==> src/rtl/move_to_front_token_decoder_assert.svh <==
// Assertion macros used by the move-to-front token decoder controller.
`ifndef MOVE_TO_FRONT_TOKEN_DECODER_ASSERT_SVH
`define MOVE_TO_FRONT_TOKEN_DECODER_ASSERT_SVH

// Same-cycle implication, sampled on clock, off while in reset.
`define MTF_ASSERT_NOW(label, clk, rst, ante, cons, msg) \
   label: assert property (@(posedge clk) disable iff (rst) (ante) |-> (cons)) \
      else $error(msg);

// Next-cycle implication, sampled on clock, off while in reset.
`define MTF_ASSERT_NEXT(label, clk, rst, ante, cons, msg) \
   label: assert property (@(posedge clk) disable iff (rst) (ante) |=> (cons)) \
      else $error(msg);

`endif

==> src/rtl/mtf_pkg.sv <==
`timescale 1ns / 1ps
// ----------------------------------------------------------------------------
// Move-to-front token decoder package
// Shared widths, defaults and controller/datapath interface types.
// ----------------------------------------------------------------------------
package mtf_pkg;

   localparam int DEFAULT_LIST_DEPTH = 128;
   localparam int SYM_W              = 8;
   localparam int IDX_IN_W           = 7;

   localparam logic OP_LITERAL = 1'b0;
   localparam logic OP_INDEX   = 1'b1;

   typedef struct packed {
      logic capture;
      logic commit;
   } mtf_cmd_type;

   typedef struct packed {
      logic out_full;
   } mtf_sts_type;

endpackage

==> src/rtl/mtf_ctrl.sv <==
`timescale 1ns / 1ps
`include "move_to_front_token_decoder_assert.svh"
// ----------------------------------------------------------------------------
// Move-to-front decoder controller
// Sequences capture of one item and the list update that follows it.
// ----------------------------------------------------------------------------
module mtf_ctrl
   import mtf_pkg::*;
(
   input  logic        clock,
   input  logic        reset,
   input  logic        req_valid,
   output logic        req_ready,
   input  mtf_sts_type status,
   output mtf_cmd_type cmd
);

   typedef enum logic [0:0] {
      ST_READY,
      ST_UPDATE
   } state_type;

   state_type state_ff, state_in;
   logic      req_ready_ff, req_ready_in;

   always_comb begin
      cmd.capture = req_valid && req_ready_ff;
      cmd.commit  = (state_ff == ST_UPDATE) && !status.out_full;
      state_in    = state_ff;
      case (state_ff)
         ST_READY: begin
            if (cmd.capture) state_in = ST_UPDATE;
         end
         ST_UPDATE: begin
            if (cmd.commit) state_in = ST_READY;
         end
         default: state_in = ST_READY;
      endcase
      req_ready_in = (state_in == ST_READY);
   end

   always_ff @(posedge clock) begin
      if (reset) begin
         state_ff     <= ST_READY;
         req_ready_ff <= 1'b0;
      end else begin
         state_ff     <= state_in;
         req_ready_ff <= req_ready_in;
      end
   end

   assign req_ready = req_ready_ff;

   `MTF_ASSERT_NEXT(a_accept_to_update, clock, reset, cmd.capture, state_ff == ST_UPDATE && !req_ready_ff, "item accepted but no update follows")
   `MTF_ASSERT_NOW(a_commit_slot_free, clock, reset, cmd.commit, !status.out_full, "commit while result slot is occupied")
   `MTF_ASSERT_NEXT(a_commit_to_ready, clock, reset, cmd.commit, state_ff == ST_READY && req_ready_ff, "controller not ready after commit")
   `MTF_ASSERT_NEXT(a_stall_holds, clock, reset, state_ff == ST_UPDATE && status.out_full, state_ff == ST_UPDATE, "update left while result stalled")

endmodule

==> src/rtl/mtf_datapath.sv <==
`timescale 1ns / 1ps
// ----------------------------------------------------------------------------
// Move-to-front decoder datapath
// Recency list cells with parallel match-and-shift, symbol and result registers.
// ----------------------------------------------------------------------------
module mtf_datapath
   import mtf_pkg::*;
#(
   parameter int LIST_DEPTH = DEFAULT_LIST_DEPTH
)
(
   input  logic                clock,
   input  logic                reset,
   input  mtf_cmd_type         cmd,
   output mtf_sts_type         status,
   input  logic                req_op,
   input  logic [SYM_W-1:0]    req_literal_byte,
   input  logic [IDX_IN_W-1:0] req_list_index,
   output logic                rsp_valid,
   input  logic                rsp_ready,
   output logic [SYM_W-1:0]    rsp_symbol
);

   localparam int ADDR_W = (LIST_DEPTH > 1) ? $clog2(LIST_DEPTH) : 1;

   logic [SYM_W-1:0]      list_ff [LIST_DEPTH];
   logic [SYM_W-1:0]      sym_ff, sym_in;
   logic                  rsp_valid_ff, rsp_valid_in;
   logic [SYM_W-1:0]      rsp_symbol_ff, rsp_symbol_in;
   logic [8:0]            idx_ext;
   logic                  in_range;
   logic [ADDR_W-1:0]     rd_addr;
   logic [LIST_DEPTH-1:0] hit;
   logic [LIST_DEPTH-1:1] shift_en;
   logic [LIST_DEPTH-1:0] lower_mask;

   // select symbol for the incoming item
   always_comb begin
      idx_ext  = 9'(req_list_index);
      in_range = idx_ext < 9'(LIST_DEPTH);
      rd_addr  = idx_ext[ADDR_W-1:0];
      sym_in   = sym_ff;
      if (cmd.capture) begin
         if (req_op == OP_LITERAL) sym_in = req_literal_byte;
         else if (in_range)        sym_in = list_ff[rd_addr];
         else                      sym_in = '0;
      end
   end

   // a cell shifts when no cell nearer the head holds the symbol
   always_comb begin
      lower_mask = '0;
      for (int k = 0; k < LIST_DEPTH; k++) begin
         hit[k] = (list_ff[k] == sym_ff);
      end
      for (int k = 1; k < LIST_DEPTH; k++) begin
         lower_mask  = (LIST_DEPTH'(1) << k) - LIST_DEPTH'(1);
         shift_en[k] = ~|(hit & lower_mask);
      end
   end

   always_comb begin
      rsp_valid_in  = rsp_valid_ff;
      rsp_symbol_in = rsp_symbol_ff;
      if (cmd.commit) begin
         rsp_valid_in  = 1'b1;
         rsp_symbol_in = sym_ff;
      end else if (rsp_ready) begin
         rsp_valid_in  = 1'b0;
      end
   end

   always_ff @(posedge clock) begin
      if (reset) begin
         for (int k = 0; k < LIST_DEPTH; k++) list_ff[k] <= '0;
      end else if (cmd.commit) begin
         list_ff[0] <= sym_ff;
         for (int k = 1; k < LIST_DEPTH; k++) begin
            if (shift_en[k]) list_ff[k] <= list_ff[k-1];
         end
      end
   end

   always_ff @(posedge clock) begin
      if (reset) begin
         rsp_valid_ff <= 1'b0;
      end else begin
         rsp_valid_ff <= rsp_valid_in;
      end
   end

   always_ff @(posedge clock) begin
      sym_ff        <= sym_in;
      rsp_symbol_ff <= rsp_symbol_in;
   end

   assign status.out_full = rsp_valid_ff && !rsp_ready;
   assign rsp_valid       = rsp_valid_ff;
   assign rsp_symbol      = rsp_symbol_ff;

endmodule

==> src/rtl/move_to_front_token_decoder.sv <==
`timescale 1ns / 1ps
// Each accepted item's symbol is registered; its result is offered once the
// list update commits, and no new item is taken before that, as set by the
// match-and-shift pass over the recency list cells after each accepted item.
// A result that waits on rsp_ready holds the next list update.
// Reset: synchronous; clears every list cell to zero and drops any result.
// ----------------------------------------------------------------------------
// Move-to-front token decoder
// Decodes literal and list index tokens into bytes, keeping a recency list.
// ----------------------------------------------------------------------------
module move_to_front_token_decoder
   import mtf_pkg::*;
#(
   parameter int LIST_DEPTH = DEFAULT_LIST_DEPTH
)
(
   input  logic                clock,
   input  logic                reset,
   input  logic                req_valid,
   output logic                req_ready,
   input  logic                req_op,
   input  logic [SYM_W-1:0]    req_literal_byte,
   input  logic [IDX_IN_W-1:0] req_list_index,
   output logic                rsp_valid,
   input  logic                rsp_ready,
   output logic [SYM_W-1:0]    rsp_symbol
);

   mtf_cmd_type cmd;
   mtf_sts_type status;

   mtf_ctrl u_ctrl (
      .clock     (clock),
      .reset     (reset),
      .req_valid (req_valid),
      .req_ready (req_ready),
      .status    (status),
      .cmd       (cmd)
   );

   mtf_datapath #(
      .LIST_DEPTH (LIST_DEPTH)
   ) u_datapath (
      .clock            (clock),
      .reset            (reset),
      .cmd              (cmd),
      .status           (status),
      .req_op           (req_op),
      .req_literal_byte (req_literal_byte),
      .req_list_index   (req_list_index),
      .rsp_valid        (rsp_valid),
      .rsp_ready        (rsp_ready),
      .rsp_symbol       (rsp_symbol)
   );

endmodule

==> config.mk <==
export PLATFORM = sky130hd
export DESIGN_NAME = move_to_front_token_decoder
export DESIGN_NICKNAME = d
export VERILOG_FILES = /design/src/rtl/mtf_pkg.sv /design/src/rtl/mtf_ctrl.sv /design/src/rtl/mtf_datapath.sv /design/src/rtl/move_to_front_token_decoder.sv
export VERILOG_INCLUDE_DIRS = /design/src /design/src/rtl
export SDC_FILE = /design/constraint.sdc
export NUM_CORES = 2
export LEC_CHECK = 0
export BUFFER_PORTS_ARGS = -buffer_cell sky130_fd_sc_hd__buf_2
export CORE_UTILIZATION = 55
export CTS_CLUSTER_SIZE = 28
export DETAILED_ROUTE_END_ITERATION = 10
export GPL_TIMING_DRIVEN = 0
export PLACE_DENSITY = 0.79
export SYNTH_ARGS = -nofsm -noshare
export SYNTH_HDL_FRONTEND = slang
export SYNTH_HIERARCHICAL = 1
export SYNTH_SLANG_ARGS = --single-unit
==> constraint.sdc <==
create_clock -name clock -period 11.6 [get_ports clock]
set_input_delay 1.16 -clock clock [delete_from_list [all_inputs] [get_ports clock]]
set_output_delay 1.16 -clock clock [all_outputs]
set_load 0.01 [all_outputs]
==> flow_summary.yaml <==
floorplan:
  die_x_um: 336
  die_area_um2: 113000
  start_util: 0.555
  core.rowCount: 122
  dieHeight_um: 336
  placeableCoreArea_um2: 111000
  io_pins: 30
pwr:
  p_sw_mw: 2.87
  vdd_ir_drop_max_uv: 141
  power.share.clock: 0.354
  static-leakage-power_nw: 24.6
  p_int_mw: 7.08
  pwr-share-seq: 0.488
  pwr-share-comb: 0.158
  switching_share: 0.288
  power_density_nw_per_um2: 148
route:
  vias: 44700
  drc_errors: 0
  drtIter0Drc: 6918
  routed_via_density: 6.81
  firstDrtPassIters: 8
  detail_route.wl_per_cell_um: 33.3
  ant_nets: 0
  finalWirelength_um: 218000
clocking:
  cts_tree: "done"
  cts-resized-gates: 0
  clock-sinks: 1043
  cts_hold_buf: 0
  cts_made_buffers: 111
  cts_root_buffer: "clkbuf_16"
  htreeDepth: 3
  cts.clk_slew.worst_paths_ns: 0.06
  clk_latency_ns: 0.74
  cts_setup_buffers: 0
  ctsLongestPathBuffers: 3
global_routing:
  grt-ovfl-total: 0
  antenna_found_initial: 10
  grt_usage: 0.382
  grt_pass1_wl_um: 304000
  first_global_vias: 42600
  grt_start_max_net_pins: 16
timing:
  hold_viol: 0
  period_minus_slack_ns: 6.02
  rsz0062_at_grt: "no"
  setup_viol: 0
  fin_skew_ns: 0.0275
  max_freq_mhz: 166
  fin_tns_setup_ns: 0
  slew_viol_final: 11
  slew_headroom: -0.0161
  worst_slew_pin_slew_ns: 1.52
  post-route-period-util: 0.519
yosys:
  synth_seq_cells: 1043
  yosys_warnings: 6
  postSynth.asyncResetShare: 0
  synth-edff-count: 1040
  synthFlopType: "edfxtp_1"
  synthTopCellsByArea: "edfxtp_1, xor2_1, mux4_2"
  yosys.area.top_type: "edfxtp_1"
  postSynthAreaPerCell_um2: 12.7
  syn_area_um2: 61500
  ys_seq_area_frac: 0.509
  syn_inst: 4839
  synthTopCellsByCount: "edfxtp_1, xor2_1, nor2b_1"
  yosysMostFrequentCell: "edfxtp_1"
  syn_nets: 4859
  ys_types: 71
  synth_top_area_frac: 0.508
final_layout:
  final_util: 0.606
  drive_gt1_frac: 0.136
  syn_to_final_growth_pct: 9.11
  nNetsFinal: 5004
  seqCellArea_um2: 31300
  fill_cells: 8719
  multi_input_comb_area_um2: 27700
setup_path:
  crit_top_cell: "clkbuf_1"
  worst-path-buf-inv: 5
  rrSetupSlack_ns: 5.64
  crit_required_ns: 12.01
  cp_top_family: "buffers and inverters"
  cpPeakStageDelay_ns: 1.18
  critical_path_class: "primary input to register"
  crit_arrival_ns: 6.42
  critPathLaunchType: "primary input"
  worstSetupEndpointType: "register"
  crit_chain: "clkbuf_1 -> buf_2 -> clkbuf_1 -> buf_1 -> nor2_1 -> clkbuf_1 -> a22oi_1 -> nand2_1 -> a21oi_1 -> a211oi_1"
  worst-path-max-fanout: 10
  cp_slowest_cell: "buf_1"
job:
  drv_cap: 1
placement:
  hpwl_um: 160000
  io_buffers: 24
  place_congestion: 1.04
worst_hold_path:
  hold_class: "register to register"
run_status:
  status: "complete, but fails checks"
  violations: "max-capacitance violations, max-slew violations"
## layout make-up
| cell class | instances | share of cell area |
|---|---|---|
| inverters | 61 | 0.00341 |
| diodes | 3 | 0.000112 |
| well taps | 1488 | 0.0277 |
| repair buffers | 32 | 0.00259 |
| clock inverters | 62 | 0.00884 |
| multi-input cells | 3372 | 0.412 |
| clock buffers | 137 | 0.0432 |
| plain buffers | 363 | 0.0354 |
| flip-flops and latches | 1043 | 0.466 |
## stage by stage
stage / hold WS, ns / worst slack, ns / power, mW / std cells / instance area, um^2
floorplan: 0.449 / 7.07 / 5.79 / 4839 / 61500
global placement: 0.475 / 4.75 / 6.37 / 6351 / 63500
detailed placement: 0.504 / 5.16 / 6.41 / 6356 / 63600
CTS: 0.511 / 5.80 / 9.87 / 6555 / 67100
global route: 0.555 / 5.49 / 10.2 / 6559 / 67100
finish: 0.508 / 5.58 / 9.94 / 6561 / 67100
## worst min-delay path: cells and delay by family (launching register included)
kind	cells	cell delay, ns
DFF	1	0.32
and+or+nand+nor	1	0.07
AOI/OAI and AO/OA	1	0.06
## final timing paths
check	start	to	cells past startpoint
worst max register to register	u_datapath/sym_ff[0]	u_datapath/list_ff[98][0]	13
worst min-delay path	u_ctrl/state_ff	u_ctrl/state_ff	2
worst min register to register	u_ctrl/state_ff	u_ctrl/state_ff	2
worst max-delay path	req_list_index[1]	u_datapath/sym_ff[5]	10
## cell families after synthesis
kind of cell / share of synthesized area
XOR/XNOR: 0.145
flip-flops: 0.509
multiplexers: 0.105
buffers and inverters: 0.0423
AND/OR/NAND/NOR: 0.160
AO/OA/AOI/OAI: 0.0392
## flip-flops by register name (all words and copies together) (netlist names)
name                   flops
u_datapath/list_ff      1024
u_ctrl/state_ff            1
u_datapath/rsp_valid       1
u_datapath/sym_ff          8
u_datapath/rsp_symbol      8
u_ctrl/req_ready           1
## placed cells by master, fill, tap and decap left out, types with 6 or more instances in the layout
cell type / synthesis / layout
and2_1: 232 / 232
o211ai_1: 8 / 8
edfxtp_1: 1040 / 1040
mux4_2: 272 / 272
buf_1: 37 / 37
nor3b_1: 9 / 9
o21ai_0: 37 / 36
buf_12: 14 / 14
clkbuf_1: 185 / 207
nor2b_1: 507 / 507
buf_8: 23 / 23
a211oi_1: 16 / 16
xnor2_1: 314 / 314
nor2_1: 153 / 153
a21oi_1: 49 / 49
clkbuf_16: 0 / 112
and3_1: 97 / 97
nor4_1: 184 / 183
inv_1: 60 / 60
clkinv_1: 0 / 15
mux2_2: 8 / 8
a31o_2: 6 / 6
nand4_1: 99 / 99
o31ai_1: 38 / 32
a221oi_1: 8 / 8
a22oi_1: 83 / 83
o31ai_2: 0 / 6
mux2i_1: 24 / 24
a41o_1: 8 / 8
nor3_1: 132 / 131
buf_6: 52 / 53
buf_2: 24 / 52
bufinv_16: 0 / 9
clkinv_2: 0 / 24
nand2_1: 263 / 263
o41ai_2: 28 / 31
xor2_1: 702 / 702
buf_4: 28 / 31
nand3_1: 33 / 33
## layer usage
metal | track usage | wire, um | part of all wire
met4 | 0.203 | 13800 | 0.063
met1 | 0.507 | 77600 | 0.36
met3 | 0.130 | 33600 | 0.15
met5 | 0 | 95 | 0.00044
met2 | 0.555 | 93100 | 0.43
## power by group through the flow
stage          sequential (mW)  clock [mW]  combinational (mW)
2_1_floorplan             4.72           0                1.07
3_3_place_gp              4.90           0                1.47
3_5_place_dp              4.90           0                1.51
4_1_cts                   4.83        3.53                1.51
5_1_grt                   4.86        3.67                1.63
6_report                  4.85        3.51                1.57
Note: power is estimated with default switching activity, not from simulation.
